### config.mk
export PLATFORM = sky130hd
export DESIGN_NAME = mofb_cfg_regs
export DESIGN_NICKNAME = d
export VERILOG_FILES = /design/src/sv/mofb_pkg.sv /design/src/sv/mofb_cfg_regs.sv
export SDC_FILE = /design/constraint.sdc
export NUM_CORES = 1
export LEC_CHECK = 0
export ABC_AREA = 1
export BUFFER_PORTS_ARGS = -buffer_cell sky130_fd_sc_hd__buf_2
export CORE_MARGIN = 2
export CORE_UTILIZATION = 40
export DETAILED_ROUTE_END_ITERATION = 10
export GPL_TIMING_DRIVEN = 0
export PLACE_DENSITY = 0.67
export SLEW_MARGIN = 20
export SYNTH_ARGS = -nofsm -noshare
export SYNTH_HDL_FRONTEND = slang
export SYNTH_SLANG_ARGS = --single-unit
### constraint.sdc
create_clock -name aclk -period 1.07 [get_ports aclk]
set_clock_uncertainty 0.15 [all_clocks]
set_input_delay 0.107 -clock aclk [delete_from_list [all_inputs] [get_ports aclk]]
set_output_delay 0.107 -clock aclk [all_outputs]
set_load 0.1 [all_outputs]
### src/sv/mofb_pkg.sv
package mofb_pkg;

    // Width of one half of the cipher block
    localparam int unsigned HALF_W = 32;

    // Rotate distance of the round function
    localparam int unsigned ROT = 11;

    // Rounds that take the key words in forward order
    localparam int unsigned KEY_FWD_ROUNDS = 24;

    // Bytes in one data block
    localparam int unsigned BLOCK_BYTES = 8;

    // Configuration register indexes
    typedef enum logic [2:0] {
        REG_KEY01 = 3'd0,
        REG_KEY23 = 3'd1,
        REG_KEY45 = 3'd2,
        REG_KEY67 = 3'd3,
        REG_IV    = 3'd4
    } reg_idx_t;

    // State handed from one round cell to the next
    typedef struct packed {
        logic              valid;
        logic [HALF_W-1:0] lo;
        logic [HALF_W-1:0] hi;
    } cell_bus_t;

    // Substitution boxes, box n serves nibble n (nibble 0 lowest)
    localparam logic [3:0] SBOX [8][16] = '{
        '{4'hC, 4'h4, 4'h6, 4'h2, 4'hA, 4'h5, 4'hB, 4'h9,
          4'hE, 4'h8, 4'hD, 4'h7, 4'h0, 4'h3, 4'hF, 4'h1},
        '{4'h6, 4'h8, 4'h2, 4'h3, 4'h9, 4'hA, 4'h5, 4'hC,
          4'h1, 4'hE, 4'h4, 4'h7, 4'hB, 4'hD, 4'h0, 4'hF},
        '{4'hB, 4'h3, 4'h5, 4'h8, 4'h2, 4'hF, 4'hA, 4'hD,
          4'hE, 4'h1, 4'h7, 4'h4, 4'hC, 4'h9, 4'h6, 4'h0},
        '{4'hC, 4'h8, 4'h2, 4'h1, 4'hD, 4'h4, 4'hF, 4'h6,
          4'h7, 4'h0, 4'hA, 4'h5, 4'h3, 4'hE, 4'h9, 4'hB},
        '{4'h7, 4'hF, 4'h5, 4'hA, 4'h8, 4'h1, 4'h6, 4'hD,
          4'h0, 4'h9, 4'h3, 4'hE, 4'hB, 4'h4, 4'h2, 4'hC},
        '{4'h5, 4'hD, 4'hF, 4'h6, 4'h9, 4'h2, 4'hC, 4'hA,
          4'hB, 4'h7, 4'h8, 4'h1, 4'h4, 4'h3, 4'hE, 4'h0},
        '{4'h8, 4'hE, 4'h2, 4'h5, 4'h6, 4'h9, 4'h1, 4'hC,
          4'hF, 4'h4, 4'hB, 4'h0, 4'hD, 4'hA, 4'h3, 4'h7},
        '{4'h1, 4'h7, 4'hE, 4'hD, 4'h0, 4'h5, 4'h8, 4'h3,
          4'h4, 4'hF, 4'hA, 4'h6, 4'h9, 4'hC, 4'hB, 4'h2}
    };

    // Round function: add key, substitute nibbles, rotate left
    function automatic logic [HALF_W-1:0] mix_word(input logic [HALF_W-1:0] half,
                                                   input logic [HALF_W-1:0] rk);
        logic [HALF_W-1:0] sum;
        logic [HALF_W-1:0] sub;
        sum = half + rk;
        sub = '0;
        for (int n = 0; n < 8; n++) begin
            sub[4*n +: 4] = SBOX[n][sum[4*n +: 4]];
        end
        return {sub[HALF_W-1-ROT:0], sub[HALF_W-1:HALF_W-ROT]};
    endfunction

endpackage

### src/sv/mofb_cfg_regs.sv
module mofb_cfg_regs (
    input  logic                                  aclk,
    input  logic                                  aresetn,
    input  logic                                  cfg_valid,
    output logic                                  cfg_ready,
    input  logic [2:0]                            cfg_index,
    input  logic [63:0]                           cfg_data,
    output logic [7:0][mofb_pkg::HALF_W-1:0]      key_words,
    output logic [63:0]                           iv_value
);

    logic [3:0][63:0] key_pair_reg;
    logic [63:0]      iv_reg;

    assign cfg_ready = 1'b1;

    // Split the pairs into eight key words
    always_comb begin
        for (int p = 0; p < 4; p++) begin
            key_words[2*p]   = key_pair_reg[p][31:0];
            key_words[2*p+1] = key_pair_reg[p][63:32];
        end
    end

    assign iv_value = iv_reg;

    // Decode a write request; indexes past the list are dropped
    always_ff @(posedge aclk) begin
        if (!aresetn) begin
            key_pair_reg <= '0;
            iv_reg       <= '0;
        end else if (cfg_valid && cfg_ready) begin
            case (mofb_pkg::reg_idx_t'(cfg_index))
                mofb_pkg::REG_KEY01: key_pair_reg[0] <= cfg_data;
                mofb_pkg::REG_KEY23: key_pair_reg[1] <= cfg_data;
                mofb_pkg::REG_KEY45: key_pair_reg[2] <= cfg_data;
                mofb_pkg::REG_KEY67: key_pair_reg[3] <= cfg_data;
                mofb_pkg::REG_IV:    iv_reg          <= cfg_data;
                default: ;
            endcase
        end
    end

endmodule

==> flow_summary.ini, run 1 <==
[setup_path]
arrival_ns = 1.07
path_delay_family = flip-flops
path_cells = buf_12
crit_type = flip-flop to primary output
reg2reg_from = iv_value[13]$_SDFFE_PN0P_
critPathLaunch = key_words[98]$_SDFFE_PN0P_
worstSetupStartpointType = flip-flop
crit_required_ns = 0.81
slowest_delay_ns = 0.38
cp_num_buf_inv = 1
crit_fanout = 2
crit_slowest_cell = dfxtp_4
endpoint_kind = primary output

[detailed_routing]
viasPerCell = 5.28
drt_first_pass_iters = 7
wl_um = 54900
met2_length_um = 26400
drcViolationCount = 0
postRouteAntennaNets = 0
via_count = 14600
wl_per_cell_um = 19.9
drt-initial-drc-count = 1223
route.met3.wl_um = 5220
wl_met1_um = 20100
dr.max_layer_used = met4

[global_routing]
grt_max_degree = 14
antenna_found_initial = 0
grt_pass1_wl_um = 81300
grt_overflow_total = 0
first_global_vias = 14200
track_usage_pct = 31.8

[clock_tree]
cts_tree = yes
cts_root_buffer = clkbuf_16
htree_levels = 2
clkTransAtPathRegs_ns = 0.06
clk_latency_ns = 0.51
cts_buffer_depth = 3
ctsHoldBuffers = 65
clock-sinks = 320
cts_buffers = 36

[floorplanning]
coreArea_sq_um = 30800
io_pins = 391
die_area_sq_um = 32900
row_count = 64
die_y_um = 181
die_x_um = 181
start_util_pct = 40.9

[synthesis]
ys_seq_area_share_pct = 50.9
synth_common_cells = nor2_1, nand2_1, dfxtp_1, nand3_1, buf_2
ys_types = 14
synth_ff_type = dfxtp_1
synth_top_area_cell = dfxtp_1
async_reset_ff_share_pct = 0
yosys_warnings = 0
synth_top_area_share_pct = 50.9
ys_ff_latch = 320
synth_area_per_cell_sq_um = 6.93
syn_inst = 1819
synthMostInstantiatedCell = nor2_1
synth_area_leaders = dfxtp_1, nor2_1, nand3_1
synth-edff-count = 0
syn-num-nets = 1889
syn_area_sq_um = 12600

[cells_and_area]
finalNetCount = 2415
drive_above_1_share_pct = 39.4
area_delta_synth_final_pct = 79.0
num_antenna_cells = 0
final.fill_count = 2051
final_util_pct = 73.1

[outcome]
status = complete, but fails checks
violations = hold timing, setup timing

[timing]
timing.fmax_mhz = 753
fin_ws_ns = -0.258
fin_crit_sh_pct = 124
max-slew-margin-rel_pct = 61.3
tightest_slew_ns = 0.580
hold_slack_ns = -0.0315
hold_viol = 3
rsz0062_at_grt = true
period_minus_slack_ns = 1.33
setup_violations = 322
drv_slew = 0

[pwr]
ir_worst_vdd_v = 0.00132
p_leak_nw = 9.86
power_density_nw_per_um2 = 1430
p_total_mw = 32.3

[job]
max_cap_viol_count = 0

[place]
numPortBuffers = 388
globalplace.congestion = 0.878
dpl.hpwl_um = 33000

[worst_hold_path]
min-delay-path-class = input pin to flip-flop
hold_start = cfg_index[0]
## worst register-to-register path: cells and delay by family, from the launching register on
kind / cells / cell delay, ns
DFF: 1 / 0.36
and+or+nand+nor: 2 / 0.22
buffers and inverters: 1 / 0.13
## per-layer routing
metal | track usage [%] | vias to the layer above
li1 | - | 6698
met1 | 35.5 | 6871
met2 | 55.8 | 814
met3 | 8.62 | 203
met4 | 16.0 | 0
met5 | 0 | -
## report_power, final
part           internal (mW)  switching (mW)
combinational           2.50            5.08
clock                   6.93            4.93
sequential              12.3           0.490
total                   21.8            10.5
## state kept, by name (all words and copies together), names as in the netlist
| signal | cells |
|---|---|
| iv_value | 64 |
| key_words | 256 |
## cell type report
class | instances | area, sq um | area share [%]
Sequential cell | 320 | 6940 | 30.8
Timing Repair Buffer | 489 | 7720 | 34.2
Tap cell | 396 | 495 | 2.20
Multi-Input combinational cell | 1296 | 5330 | 23.6
Clock buffer | 49 | 1030 | 4.57
Buffer | 132 | 697 | 3.09
Clock inverter | 8 | 67.6 | 0.300
Inverter | 70 | 272 | 1.20
## kinds of logic (layout without fill, tap and decap cells)
kind of cell           Yosys count  after routing  share of synthesized area [%]
buffers and inverters          203            748                           6.99
flip-flops                     320            320                           50.9
other                            1              1                         0.0298
AND/OR/NAND/NOR               1295           1295                           42.1
## worst paths after layout
| kind | end | slack (ns) | cells after the start |
|---|---|---|---|
| setup / recovery | key_words[98] | -0.26 | 1 |
| hold / removal | key_words[128]$_SDFFE_PN0P_ | -0.03 | 5 |
| setup reg to reg | iv_value[13]$_SDFFE_PN0P_ | 0.09 | 3 |
| hold reg to reg | key_words[118]$_SDFFE_PN0P_ | 0.35 | 2 |
## placed cells by master (no fill, tap or decap)
master | netlist | routed
nor2_1 | 642 | 641
nand2_1 | 325 | 324
buf_12 | 0 | 324
nand3_1 | 320 | 320
dfxtp_2 | 0 | 266
buf_2 | 92 | 145
dlygate4sd3_1 | 0 | 65
inv_1 | 67 | 64
dfxtp_4 | 0 | 54
buf_4 | 1 | 41
clkbuf_16 | 0 | 37
clkbuf_2 | 0 | 27
buf_1 | 20 | 9
clkbuf_1 | 20 | 8
nor2_4 | 5 | 7
clkbuf_4 | 0 | 6
clkinv_2 | 0 | 6
clkbuf_8 | 0 | 6
inv_2 | 3 | 3
nand2_2 | 1 | 2
buf_6 | 0 | 2
clkinvlp_4 | 0 | 2
inv_4 | 0 | 2
nor2_2 | 2 | 1
conb_1 | 1 | 1
bufinv_16 | 0 | 1
## what timing repair did
item | 4_1_cts | 5_1_grt
buffers inserted | 15 | 21
pin swaps | 4 | 2
gates resized for setup | 1304 | 78
hold endpoints to repair | 320 | 1
endpoints found under the setup margin | 600 | 576
## per-stage QoR
step / setup TNS, ns / area [sq um] / setup slack, ns / hold slack, ns / std cells
global placement: -172.63 / 15500 / -0.659 / 0.299 / 2603
global route: -81.08 / 22500 / -0.278 / -0.00524 / 2760
floorplan: 0 / 13000 / 0.000504 / 0.220 / 1819
finish: -73.49 / 22500 / -0.258 / -0.0315 / 2760
CTS: -77.45 / 22200 / -0.268 / -0.0608 / 2740
detailed placement: -185.67 / 15500 / -0.685 / 0.306 / 2603
Power figures use the tool's default switching activity.
==> run 2, diff against run 1 <==
CORE_ASPECT_RATIO = 1.25   (was unset)
==> run 2 against run 1 <==
  * The flow still finishes with violations (hold timing, setup timing)
  * Register-to-register slack got worse by 0.02 ns
  * Critical path depth unchanged
  * Non-clock buffer count decreased by 3
  * Cell area increased by 0.60%
  * Routed wire length increased by 2.8%
  * First-iteration DRC count increased by 5.3%
  * Clock power increased by 5%
  * Via count increased by 1.0%
  * Combinational power about the same
  * Clock-buffer cell count increased by 6
  * Global-route usage increased by 1.2 points
==> flow_summary.ini, run 2 (synthesis gave the netlist of run 1 again) <==
[clock_tree]
clkTransAtPathRegs_ns = 0.07
cts_root_buffer = clkbuf_16
htree_levels = 2
cts_buffer_depth = 3
clock-sinks = 320
clk_latency_ns = 0.52
cts_tree = yes
cts_buffers = 34

[timing]
hold_viol = 1
max-slew-margin-rel_pct = 63.7
fin_crit_sh_pct = 129
timing.fmax_mhz = 724
rsz0062_at_grt = true
setup_violations = 323
tightest_slew_ns = 0.545
drv_slew = 0
hold_slack_ns = -0.00526
period_minus_slack_ns = 1.38
fin_ws_ns = -0.311

[cells_and_area]
finalNetCount = 2410
mostFrequentLayoutCell = nor2_1
largest_reg_flops = 256
final_cell_mix = nor2_1, buf_12, nand2_1
fin_cells = 2775
area_delta_synth_final_pct = 80.1
final.fill_count = 1960
drive_above_1_share_pct = 39.2

[setup_path]
reg2reg_from = key_words[69]$_SDFFE_PN0P_
r2r_slack_ns = 0.07
r2r_end = key_words[69]$_SDFFE_PN0P_
slowest_delay_ns = 0.40
worstSetupStartpointType = flip-flop
cp_num_buf_inv = 1
critPathLaunch = iv_value[10]$_SDFFE_PN0P_
path_delay_family = flip-flops
cp.depth = 1
crit_slowest_cell = dfxtp_2
crit_required_ns = 0.81
endpoint_kind = primary output
arrival_ns = 1.12
crit_type = flip-flop to primary output
crit_path_end = iv_value[10]
crit_fanout = 2
path_cells = buf_12
r2r_cells = 4

[place]
dpl.hpwl_um = 32800
place_inst = 2614
globalplace.congestion = 0.859
numPortBuffers = 388

[detailed_routing]
drcViolationCount = 0
wl_um = 56500
drt_first_pass_iters = 8
drt-initial-drc-count = 1288
via_count = 14700
viasPerCell = 5.31
wl_per_cell_um = 20.4
postRouteAntennaNets = 0

[global_routing]
grt_pass1_wl_um = 84100
grt_max_degree = 14
track_usage_pct = 33.0
first_global_vias = 14800
antenna_found_initial = 4
grt_overflow_total = 0

[floorplanning]
die_y_um = 202
die_area_sq_um = 32900
coreArea_sq_um = 31000
die_x_um = 163
start_util_pct = 40.6
row_count = 72
io_pins = 391

[pwr]
p_seq_share_pct = 38.9
p_leak_nw = 9.89
p_total_mw = 32.9
power_density_nw_per_um2 = 1450
switching_share_pct = 32.4
internal-power_mw = 22.2
power_frac_comb_pct = 23.1
ir_worst_vdd_v = 0.00121
p_switching_mw = 10.6
clock_power_share_pct = 38.0

[outcome]
status = complete, but fails checks
violations = hold timing, setup timing

[job]
max_cap_viol_count = 0

[worst_hold_path]
min-delay-path-class = input pin to flip-flop
-- run 2: per-stage QoR --
step                      cell area (sq um)  setup WS [ns]  util [%]  setup TNS [ns]
final                                 22700         -0.311      73.2          -80.64
after global routing                  22700         -0.340      73.2          -88.87
after CTS                             22200         -0.276      71.8          -82.93
after detailed placement              15500         -0.763      50.0         -180.27
after global placement                15500         -0.732      50.0         -170.72
after floorplan                       13000       0.000504         -               0
-- run 2: worst min path at each step --
| stage | slack [ns] | from | end | cells past startpoint |
|---|---|---|---|---|
| after global placement | 0.30 | key_words[215]$_SDFFE_PN0P_ | key_words[215]$_SDFFE_PN0P_ | 2 |
| after global routing | 0.01 | cfg_index[1] | key_words[64]$_SDFFE_PN0P_ | 6 |
| after detailed placement | 0.31 | key_words[178]$_SDFFE_PN0P_ | key_words[178]$_SDFFE_PN0P_ | 2 |
| after floorplan | 0.22 | cfg_index[1] | key_words[64]$_SDFFE_PN0P_ | 4 |
| after CTS | -0.08 | cfg_index[0] | key_words[191]$_SDFFE_PN0P_ | 5 |
| final | -0.005 | cfg_index[0] | key_words[191]$_SDFFE_PN0P_ | 6 |
-- run 2: final cells by class --
class | instances | area [sq um] | area share, %
Antenna cell | 2 | 5.00 | 0.0221
Inverter | 70 | 263 | 1.16
Buffer | 133 | 706 | 3.11
Sequential cell | 320 | 6970 | 30.7
Multi-Input combinational cell | 1296 | 5330 | 23.5
Clock buffer | 55 | 1080 | 4.78
Clock inverter | 7 | 85.1 | 0.375
Timing Repair Buffer | 485 | 7730 | 34.1
Tap cell | 407 | 509 | 2.25
-- run 2: per-layer routing --
layer / routed length (um) / global-route usage [%]
met5: 26 / 0
met1: 19200 / 34.9
met2: 27600 / 55.8
met4: 4600 / 24.4
met3: 5090 / 9.30
-- run 2: power by group through the flow --
stage                     Clock, mW  Sequential, mW  Combinational [mW]
after floorplan                   0            15.9                1.59
after global placement            0            12.9                5.77
after detailed placement          0            12.9                5.81
after CTS                      12.5            12.9                7.30
after global routing           13.1            12.8                7.89
final                          12.5            12.8                7.61
-- run 2: what timing repair did --
action	4_1_cts	5_1_grt
hold buffers	64	0
pin swaps	2	5
resized for setup	1299	90
hold endpoints to repair	320	0
setup buffers	7	26
setup endpoints to repair	513	546
