===== config.mk =====
export PLATFORM = sky130hd
export DESIGN_NAME = mofb_round_cell
export DESIGN_NICKNAME = d
export VERILOG_FILES = /design/src/sv/mofb_pkg.sv /design/src/sv/mofb_round_cell.sv
export SDC_FILE = /design/constraint.sdc
export NUM_CORES = 1
export LEC_CHECK = 0
export BUFFER_PORTS_ARGS = -buffer_cell sky130_fd_sc_hd__buf_2
export CORE_MARGIN = 1.5
export CORE_UTILIZATION = 49
export CTS_BUF_LIST = sky130_fd_sc_hd__clkbuf_8
export DETAILED_ROUTE_END_ITERATION = 6
export MAX_ROUTING_LAYER = met4
export PLACE_DENSITY = 0.79
export RECOVER_POWER = 100
export SYNTH_ARGS = -nofsm -noshare
export SYNTH_HDL_FRONTEND = slang
export SYNTH_SLANG_ARGS = --single-unit

===== constraint.sdc =====
create_clock -name aclk -period 3 [get_ports aclk]
set_input_delay 0 -clock aclk [delete_from_list [all_inputs] [get_ports aclk]]
set_output_delay 0 -clock aclk [all_outputs]
set_load 0.1 [all_outputs]

===== src/sv/mofb_pkg.sv =====
package mofb_pkg;

    // Width of one half of the cipher block
    localparam int unsigned HALF_W = 32;

    // Rotate distance of the round function
    localparam int unsigned ROT = 11;

    // Rounds that take the key words in forward order
    localparam int unsigned KEY_FWD_ROUNDS = 24;

    // Bytes in one data block
    localparam int unsigned BLOCK_BYTES = 8;

    // Configuration register indexes
    typedef enum logic [2:0] {
        REG_KEY01 = 3'd0,
        REG_KEY23 = 3'd1,
        REG_KEY45 = 3'd2,
        REG_KEY67 = 3'd3,
        REG_IV    = 3'd4
    } reg_idx_t;

    // State handed from one round cell to the next
    typedef struct packed {
        logic              valid;
        logic [HALF_W-1:0] lo;
        logic [HALF_W-1:0] hi;
    } cell_bus_t;

    // Substitution boxes, box n serves nibble n (nibble 0 lowest)
    localparam logic [3:0] SBOX [8][16] = '{
        '{4'hC, 4'h4, 4'h6, 4'h2, 4'hA, 4'h5, 4'hB, 4'h9,
          4'hE, 4'h8, 4'hD, 4'h7, 4'h0, 4'h3, 4'hF, 4'h1},
        '{4'h6, 4'h8, 4'h2, 4'h3, 4'h9, 4'hA, 4'h5, 4'hC,
          4'h1, 4'hE, 4'h4, 4'h7, 4'hB, 4'hD, 4'h0, 4'hF},
        '{4'hB, 4'h3, 4'h5, 4'h8, 4'h2, 4'hF, 4'hA, 4'hD,
          4'hE, 4'h1, 4'h7, 4'h4, 4'hC, 4'h9, 4'h6, 4'h0},
        '{4'hC, 4'h8, 4'h2, 4'h1, 4'hD, 4'h4, 4'hF, 4'h6,
          4'h7, 4'h0, 4'hA, 4'h5, 4'h3, 4'hE, 4'h9, 4'hB},
        '{4'h7, 4'hF, 4'h5, 4'hA, 4'h8, 4'h1, 4'h6, 4'hD,
          4'h0, 4'h9, 4'h3, 4'hE, 4'hB, 4'h4, 4'h2, 4'hC},
        '{4'h5, 4'hD, 4'hF, 4'h6, 4'h9, 4'h2, 4'hC, 4'hA,
          4'hB, 4'h7, 4'h8, 4'h1, 4'h4, 4'h3, 4'hE, 4'h0},
        '{4'h8, 4'hE, 4'h2, 4'h5, 4'h6, 4'h9, 4'h1, 4'hC,
          4'hF, 4'h4, 4'hB, 4'h0, 4'hD, 4'hA, 4'h3, 4'h7},
        '{4'h1, 4'h7, 4'hE, 4'hD, 4'h0, 4'h5, 4'h8, 4'h3,
          4'h4, 4'hF, 4'hA, 4'h6, 4'h9, 4'hC, 4'hB, 4'h2}
    };

    // Round function: add key, substitute nibbles, rotate left
    function automatic logic [HALF_W-1:0] mix_word(input logic [HALF_W-1:0] half,
                                                   input logic [HALF_W-1:0] rk);
        logic [HALF_W-1:0] sum;
        logic [HALF_W-1:0] sub;
        sum = half + rk;
        sub = '0;
        for (int n = 0; n < 8; n++) begin
            sub[4*n +: 4] = SBOX[n][sum[4*n +: 4]];
        end
        return {sub[HALF_W-1-ROT:0], sub[HALF_W-1:HALF_W-ROT]};
    endfunction

endpackage


===== src/sv/mofb_round_cell.sv =====
module mofb_round_cell #(
    parameter bit LAST_ROUND = 1'b0
) (
    input  logic                          aclk,
    input  logic                          aresetn,
    input  logic                          advance,
    input  mofb_pkg::cell_bus_t           in_bus,
    input  logic [mofb_pkg::HALF_W-1:0]   round_key,
    output mofb_pkg::cell_bus_t           out_bus
);

    mofb_pkg::cell_bus_t      bus_reg;
    mofb_pkg::cell_bus_t      bus_next;
    logic [mofb_pkg::HALF_W-1:0] t;

    // One Feistel round; the last round keeps the halves in place
    always_comb begin
        t              = in_bus.hi ^ mofb_pkg::mix_word(in_bus.lo, round_key);
        bus_next.valid = in_bus.valid;
        if (LAST_ROUND) begin
            bus_next.lo = in_bus.lo;
            bus_next.hi = t;
        end else begin
            bus_next.lo = t;
            bus_next.hi = in_bus.lo;
        end
    end

    // Hand the state on while the chain advances
    always_ff @(posedge aclk) begin
        if (!aresetn) begin
            bus_reg.valid <= 1'b0;
        end else if (advance) begin
            bus_reg <= bus_next;
        end
    end

    assign out_bus = bus_reg;

endmodule


==> results_dict.tcl, run 1 <==
set metrics [dict create \
    n_fill_cell 874 \
    clk_pin_slew_worst_paths_ns 0.07 \
    drt_first_iter_violations 360 \
    vias_per_cell 5.491 \
    async_flop_share_pct 0 \
    die_h_um 110.8 \
    synth-seq-cells 65 \
    dpl.hpwl_um 12250 \
    yosysTopAreaCell "edfxtp_1" \
    fin_skew_ns 0 \
    violations "capacitance limit, slew limit" \
    drive_above_1_share_pct 25.85 \
    clk_latency_ns 0.36 \
    antenna_found_initial 0 \
    routed_wl_um 17060 \
    dp_slack_ns -0.3500 \
    grtUsageTotal_pct 27.85 \
    cts-htree-levels 3 \
    criticalPathCategory "in2reg" \
    synth_nets 732 \
    synth_commonest_cells "ha_1, edfxtp_1, a21oi_1" \
    seqCellArea_sq_um 1942 \
    crit_arrival_ns 3.01 \
    cts_buffers 9 \
    clockRootBuffer "clkbuf_8" \
    multiInputGateArea_sq_um 3786 \
    cp-end-kind "register" \
    power.density_nw_per_um2 586.8 \
    required_ns 3.11 \
    outcome "finished, violations left" \
    area_growth_pct 45.69 \
    design.portCount 165 \
    drtPass1Iterations 6 \
    synthTopCellsByArea "edfxtp_1, ha_1, xnor2_1, xor2_1, a21oi_1" \
    cts_tree "yes" \
    cpMaxStageDelayCell "dlygate4sd3_1" \
    grt_pass1_wl_um 26710 \
    period_share_pct 96.84 \
    stdcell_count 1029 \
    hold_ws_ns 0.3275 \
    routabilityCongestion 0.8967 \
    crit_chain "dlygate4sd3_1, buf_2, ha_4, buf_4, nand2_2, o21bai_4, or3_4, o211ai_1, mux2i_1, nand2_2, buf_6, or3_1, o211ai_1, xnor2_1" \
    synth_edf_count 64 \
    synth.most_common_cell "ha_1" \
    syn-cell-area_sq_um 5693 \
    tns_ns 0 \
    cp_max_fo 7 \
    grt_pass1_vias 5641 \
    overflow 0 \
    nets 1050 \
    cts.sinks 65 \
    core_sq_um 11370 \
    slowest_delay_ns 0.54 \
    portBuffers 164 \
    power.leakage_uw 0.003571 \
    fin_ws_ns 0.09481 \
    yosysWarningCount 0 \
    wl_per_cell_um 16.57 \
    maxSlewViolCount 33 \
    antennaDiodeCount 0 \
    dp_cells 940 \
    setup_viol 0 \
    maxCapViolCount 1 \
    dieWidth_um 110.8 \
    yosysSeqAreaShare_pct 34.11 \
    max_freq_mhz 344.2 \
    worst_pin_slew_ns 2.356 \
    placed_cell_area_sq_um 7277 \
    cts_buffer_depth 2 \
    finalInstanceArea_sq_um 8294 \
    yosys_most_used_dff "edfxtp_1" \
    synth_top_area_share_pct 33.76 \
    synth.avg_cell_area_sq_um 10.11 \
    largest_reg_flops 65 \
    drcViolationCount 0 \
    start_util_pct 50.07 \
    final_hold_viol_count 0 \
    peakVddDrop_mv 0.4235 \
    synth_cells 563 \
    worstHoldPathType "in2reg" \
    grt_max_degree 34 \
    cp-start-kind "input port" \
    die_area_sq_um 12270 \
    ant_nets 0 \
    rows 39 \
    slew_headroom_pct -57.12 \
    period_needed_ns 2.905 \
    vias 5650 \
    ys_types 68 \
]
## repair_timing
action	4_1_cts	5_1_grt
buffers inserted	0	6
gates resized for setup	0	34
hold endpoints to repair	65	0
setup endpoints to repair	0	10
hold buffers	66	0
## final cells by class
| type | count | share of cell area, % |
|---|---|---|
| well taps | 143 | 2.157 |
| flip-flops and latches | 65 | 23.41 |
| repair buffers | 316 | 24.29 |
| clock inverters | 7 | 1.328 |
| multi-input cells | 452 | 45.65 |
| inverters | 37 | 1.674 |
| clock buffers | 9 | 1.493 |
## power by group
group          internal, uW  switching, uW  leakage, uW
logic                   958           1790      0.00284
registers              1180           31.0     0.000609
clock network           545            366     0.000118
total                  2680           2190      0.00357
## final timing paths
path / from / cells past startpoint / endpoint / slack (ns)
max: in_bus[53] / 14 / out_bus[41]$_DFFE_PP_ / 0.09
min: round_key[0] / 4 / out_bus[46]$_DFFE_PP_ / 0.33
max reg2reg: out_bus[64]$_SDFFE_PN0P_ / 3 / out_bus[64]$_SDFFE_PN0P_ / 1.77
min reg2reg: out_bus[64]$_SDFFE_PN0P_ / 3 / out_bus[64]$_SDFFE_PN0P_ / 1.16
## placed cells by master (no fill, tap or decap), types with 6 or more instances in the layout
| cell | n |
|---|---|
| a211oi_1 | 6 |
| inv_1 | 38 |
| nand2_1 | 28 |
| ha_1 | 62 |
| dlygate4sd3_1 | 66 |
| clkbuf_1 | 94 |
| mux4_2 | 8 |
| nand3_1 | 16 |
| nand2b_1 | 7 |
| nor3_1 | 14 |
| o21ai_0 | 25 |
| buf_4 | 76 |
| xnor2_1 | 35 |
| a21oi_1 | 33 |
| xor2_1 | 23 |
| edfxtp_1 | 64 |
| nor2_1 | 35 |
| and3_1 | 12 |
| a31oi_1 | 6 |
| buf_2 | 75 |
| a21o_1 | 19 |
| clkbuf_8 | 9 |
| o211ai_1 | 10 |
| mux2i_1 | 12 |
## worst max-delay path: cells and delay by family
kind                       cells  cell delay [ns]
and+or+nand+nor                4             0.90
buffers and inverters          4             1.00
muxes                          1             0.31
xor gates and xnor gates       1             0.12
adders and majority gates      1             0.23
AOI/OAI and AO/OA              3             0.47
## per-layer routing
metal | wire length [um] | GRT usage [%] | vias up | share of wire, %
met5 | 0 | - | - | 0
met4 | 543 | 13.42 | 0 | 3.2
met3 | 966 | 3.718 | 48 | 5.7
met2 | 8416 | 46.13 | 228 | 49
met1 | 7128 | 33.66 | 2637 | 42
li1 | - | - | 2737 | -
## metrics by stage
step | util, % | power, uW
2_1_floorplan | - | 3192
3_3_place_gp | 64.00 | 3717
3_5_place_dp | 64.00 | 3812
4_1_cts | 71.87 | 4783
5_1_grt | 72.95 | 5110
6_report | 72.95 | 4867
## kinds of logic (layout without fill, tap and decap cells)
group,after synthesis,in the layout,share of synthesized area (%)
compound gates,155,155,19.32
simple gates,144,144,12.64
fa+ha+maj,69,69,15.30
flops,65,65,34.11
xor+xnor,61,61,9.516
buf+inv,46,369,3.275
mux,23,23,5.846
Power figures use the tool's default switching activity.
==> inputs of run 2 (changes only) <==
PLACE_DENSITY = 0.89   (was 0.79)
SKIP_CTS_REPAIR_TIMING = 1   (was default)
==> run 2 against run 1 <==
The run now ends clean; hold slack got worse by 0.076 ns; sequential share of layout area increased by 0.33 points; flip-flop and latch count is the same; die area did not move; worst setup slack got worse by 0.018 ns; sequential power barely moved; final area shrank 1.4%; clock-buffer cell count did not move; highest routed layer unchanged.
==> results_dict.tcl, run 2 (synthesis gave the netlist of run 1 again) <==
set metrics [dict create \
    r2r_slack_ns 1.84 \
    critPathBufInv 2 \
    drive_above_1_share_pct 33.71 \
    max_freq_mhz 342.1 \
    peakVddDrop_mv 0.4834 \
    n_fill_cell 807 \
    vias_per_cell 5.597 \
    setup_viol 0 \
    drt_first_iter_violations 581 \
    sw_frac_of_total_pct 45.49 \
    power.density_nw_per_um2 581.7 \
    combinationalPowerShare_pct 57.3 \
    die_h_um 110.8 \
    grt_pass1_wl_um 23010 \
    outcome "finished clean" \
    hold_path.startpoint "round_key[0]" \
    path_delay_family "buffers and inverters" \
    dp_cells 934 \
    cts_tree "yes" \
    r2r_start "out_bus[64]$_SDFFE_PN0P_" \
    crit_path_end "out_bus[40]$_DFFE_PP_" \
    rr_endpoint "out_bus[64]$_SDFFE_PN0P_" \
    overflow 0 \
    dieWidth_um 110.8 \
    final_common_cell "buf_2" \
    cp-startpoint "in_bus[57]" \
    clockRootBuffer "clkbuf_8" \
    routed_wl_um 16760 \
    portBuffers 164 \
    design.portCount 165 \
    crit_chain "dlygate4sd3_1, buf_2, ha_1, nand3_1, nor3_1, nand3_1, a21oi_1, nor2_2, xnor2_2, ha_1, mux2_1, a221oi_2, xnor2_1" \
    clkPwrFrac_pct 17.4 \
    power.leakage_uw 0.003744 \
    stdcell_count 1021 \
    cpMaxStageDelayCell "dlygate4sd3_1" \
    cts_buffers 9 \
    cp-start-kind "input port" \
    rr_worst_depth 3 \
    clk_pin_slew_worst_paths_ns 0.07 \
    cts-htree-levels 3 \
    p_int_uw 2593 \
    path_depth 13 \
    vias 5715 \
    final_hold_viol_count 0 \
    core_sq_um 11370 \
    wl_per_cell_um 16.41 \
    maxCapViolCount 0 \
    largest_reg_flops 65 \
    antenna_found_initial 3 \
    required_ns 3.12 \
    criticalPathCategory "in2reg" \
    slowest_delay_ns 0.55 \
    cts.sinks 65 \
    layout_common_cells "buf_2, buf_4, ha_1" \
    period_share_pct 97.43 \
    grt_max_degree 34 \
    final_util_pct 71.93 \
    clk_latency_ns 0.36 \
    ant_nets 0 \
    die_area_sq_um 12270 \
    area_growth_pct 43.65 \
    worst_pin_slew_ns 0.8436 \
    slew_headroom_pct 43.36 \
    dpl.hpwl_um 11570 \
    start_util_pct 50.07 \
    crit_arrival_ns 3.05 \
    period_needed_ns 2.923 \
    power.switching_uw 2164 \
    rows 39 \
    maxSlewViolCount 0 \
    worstHoldPathType "in2reg" \
    cp_max_fo 4 \
    grtUsageTotal_pct 24.01 \
    cts_buffer_depth 2 \
    grt_pass1_vias 4968 \
    sequentialPowerShare_pct 25.3 \
    nets 1039 \
    fin_skew_ns 0 \
    drtPass1Iterations 7 \
    routabilityCongestion 0.9521 \
    drcViolationCount 0 \
    cp-end-kind "register" \
]
==> run 2: worst min-delay path by stage <==
| stage | endpoint | slack, ns | cells past startpoint |
|---|---|---|---|
| final | out_bus[46]$_DFFE_PP_ | 0.25 | 4 |
| after global routing | out_bus[46]$_DFFE_PP_ | 0.30 | 4 |
| after CTS | out_bus[3]$_DFFE_PP_ | -0.19 | 1 |
| after detailed placement | out_bus[25]$_DFFE_PP_ | 0.20 | 1 |
| after global placement | out_bus[6]$_DFFE_PP_ | 0.19 | 1 |
| after floorplan | out_bus[0]$_DFFE_PP_ | 0.1 | 0 |
==> run 2: area by class of cell <==
class	count	area, sq um	share of cell area, %
multi-input combinational	452	3664	44.80
timing repair buffer	305	2038	24.92
sequential	65	1942	23.75
tap	143	178.9	2.188
inverter	37	138.9	1.698
clock buffer	9	123.9	1.515
clock inverter	7	85.08	1.040
antenna	3	7.507	0.09180
==> run 2: power groups by stage <==
stage	Clock, uW	Combinational (uW)	Sequential [uW]
final	828	2720	1200
after global routing	879	2910	1210
after CTS	824	2590	1200
after detailed placement	0	2580	1220
after global placement	0	2500	1220
after floorplan	0	1170	2020
==> run 2: routing by layer <==
metal	track usage, %	vias up	routed length (um)
li1	-	2716	-
met1	29.67	2678	6962
met5	-	-	0
met3	3.937	48	982
met2	38.02	273	8164
met4	12.48	0	645
==> run 2: worst register-to-register path: stages (launching register included) <==
cell	delay, ns
dfxtp_1	0.31
mux2i_1	0.12
nor2b_1	0.06
dlygate4sd3_1	0.55
==> run 2: per-stage QoR <==
stage	cell area (sq um)	TNS, ns	power [uW]	hold WS [ns]	worst slack (ns)
finish	8178	0	4757	0.2515	0.07701
floorplan	5718	-0.003340	3192	0.09887	-0.003340
CTS	7428	0	4620	-0.1917	0.08890
global placement	7219	-0.8093	3717	0.1946	-0.1674
global route	8178	-0.05015	5000	0.2980	-0.05015
detailed placement	7219	-2.278	3799	0.2001	-0.2846
==> inputs of run 3 (changes only) <==
CELL_PAD_IN_SITES_DETAIL_PLACEMENT = 0   (was default)
CELL_PAD_IN_SITES_GLOBAL_PLACEMENT = 1   (was default)
CORE_UTILIZATION = 37   (was 49)
TNS_END_PERCENT = 20   (was default)
==> run 3 against run 2 <==
The run now ends with capacitance limit, slew limit left; wire length fell by 8.1%; critical path depth rose by 2; cell count rose by 5.8%; flip-flop and latch count did not move; core utilization fell by 18 points; combinational power fell by 3%; clock-buffer cell count did not move; first-iteration DRC count fell by 57%.
==> results_dict.tcl, run 3 (synthesis gave the netlist of run 1 again) <==
set metrics [dict create \
    outcome "finished, violations left" \
    violations "capacitance limit, slew limit" \
    finalInstanceArea_sq_um 8183 \
    core_sq_um 15090 \
    cts-htree-levels 3 \
    vias_per_cell 4.938 \
    highest_layer "met4" \
    overflow 0 \
    cts_buffer_depth 2 \
    rows 45 \
    routabilityCongestion 0.8513 \
    placed_cell_area_sq_um 7397 \
    cts_buffers 9 \
    multiInputGateArea_sq_um 3582 \
    die_area_sq_um 16140 \
    grtUsageTotal_pct 18.56 \
    drtPass1Iterations 4 \
    nets 1055 \
    wl_per_cell_um 14.26 \
    maxSlewViolCount 65 \
    route.met3.wl_um 707 \
    wl_met1_um 7164 \
    peakVddDrop_mv 0.3035 \
    crit_arrival_ns 2.97 \
    criticalPathCategory "in2reg" \
    design.portCount 165 \
    ant_nets 0 \
    dp_cells 995 \
    fin_skew_ns 0 \
    vias 5333 \
    worstHoldPathType "in2reg" \
    final_util_pct 54.23 \
    setup_viol 0 \
    n_fill_cell 1432 \
    power.density_nw_per_um2 585.6 \
    cpMaxStageDelayCell "fa_1" \
    slew_headroom_pct -6.388 \
    antenna_found_initial 0 \
    area_growth_pct 43.74 \
    grt_pass1_wl_um 22760 \
    start_util_pct 37.73 \
    seqCellArea_sq_um 1942 \
    drive_above_1_share_pct 24.13 \
    slowest_delay_ns 0.39 \
    cp_max_fo 4 \
    dpl.hpwl_um 11670 \
    portBuffers 164 \
    period_needed_ns 2.834 \
    maxCapViolCount 1 \
    hold_ws_ns 0.2313 \
    clk_pin_slew_worst_paths_ns 0.08 \
    cp-start-kind "input port" \
    wl_met2_um 7257 \
    clk_latency_ns 0.37 \
    power.leakage_uw 0.003572 \
    drt_first_iter_violations 250 \
    required_ns 3.13 \
    crit_chain "buf_2, ha_1, inv_1, fa_1, nand2b_4, a21oi_4, o311a_1, o31ai_2, a211o_1, a211o_1, nand3_2, ha_1, mux2_1, a221oi_2, xnor2_1" \
    clockRootBuffer "clkbuf_8" \
    final_hold_viol_count 0 \
    period_share_pct 94.48 \
    largest_reg_flops 65 \
    final_common_cell "clkbuf_1" \
    cts_tree "yes" \
    grt_pass1_vias 4840 \
    drcViolationCount 0 \
    cp-end-kind "register" \
    rsz0062_at_grt "no" \
    routed_wl_um 15400 \
    layout_common_cells "clkbuf_1, buf_4, buf_2" \
    die_h_um 127.0 \
    grt_max_degree 65 \
    worst_pin_slew_ns 1.596 \
    stdcell_count 1080 \
    cts.sinks 65 \
    max_freq_mhz 352.8 \
    dieWidth_um 127.0 \
]
run 3: cell types whose count changed in the layout (fill, tap and decap cells not counted), moves of 2 or more:
cell	before	now
buf_2	159	76
buf_4	75	83
clkbuf_1	5	92
clkbuf_4	0	4
clkinv_1	2	0
diode_2	3	1
xor2_1	22	24
xor2_2	2	0
run 3: cell type report:
| type | instances | share of cell area [%] |
|---|---|---|
| sequential | 65 | 23.73 |
| multi-input combinational | 452 | 43.78 |
| clock inverter | 7 | 1.453 |
| inverter | 37 | 1.697 |
| clock buffer | 9 | 1.514 |
| tap | 188 | 2.875 |
| timing repair buffer | 321 | 24.92 |
| antenna | 1 | 0.03058 |
run 3: worst paths after layout:
check,startpoint,depth (start not counted),end,slack [ns]
min reg2reg,out_bus[64]$_SDFFE_PN0P_,3,out_bus[64]$_SDFFE_PN0P_,1.11
min,round_key[0],4,out_bus[46]$_DFFE_PP_,0.23
max,in_bus[32],15,out_bus[40]$_DFFE_PP_,0.17
max reg2reg,out_bus[64]$_SDFFE_PN0P_,3,out_bus[64]$_SDFFE_PN0P_,1.83
run 3: power breakdown:
group	internal (uW)	total [uW]	leakage (uW)	switching, uW
clock network	551	945	0.000115	394
registers	1180	1210	0.000609	31.4
logic	933	2640	0.00285	1710
run 3: through the flow:
stage          setup TNS [ns]  total power, uW  worst slack [ns]
2_1_floorplan       -0.003340             3192         -0.003340
3_3_place_gp           -1.066             3785           -0.2354
3_5_place_dp           -1.454             3840           -0.2672
4_1_cts                     0             4801            0.1353
5_1_grt                     0             5082          0.007130
6_report                    0             4792            0.1655
run 3: per-layer routing:
| metal | vias up | global-route usage (%) |
|---|---|---|
| li1 | 2755 | - |
| met1 | 2429 | 23.43 |
| met2 | 132 | 29.32 |
| met3 | 17 | 3.392 |
| met4 | 0 | 8.021 |
| met5 | - | - |
run 3: worst max-delay path: cells and delay by family:
kind | cells | cell delay, ns
mux | 1 | 0.30
simple gates | 2 | 0.29
buf+inv | 2 | 0.14
fa+ha+maj | 3 | 0.80
compound gates | 6 | 1.36
xor+xnor | 1 | 0.08
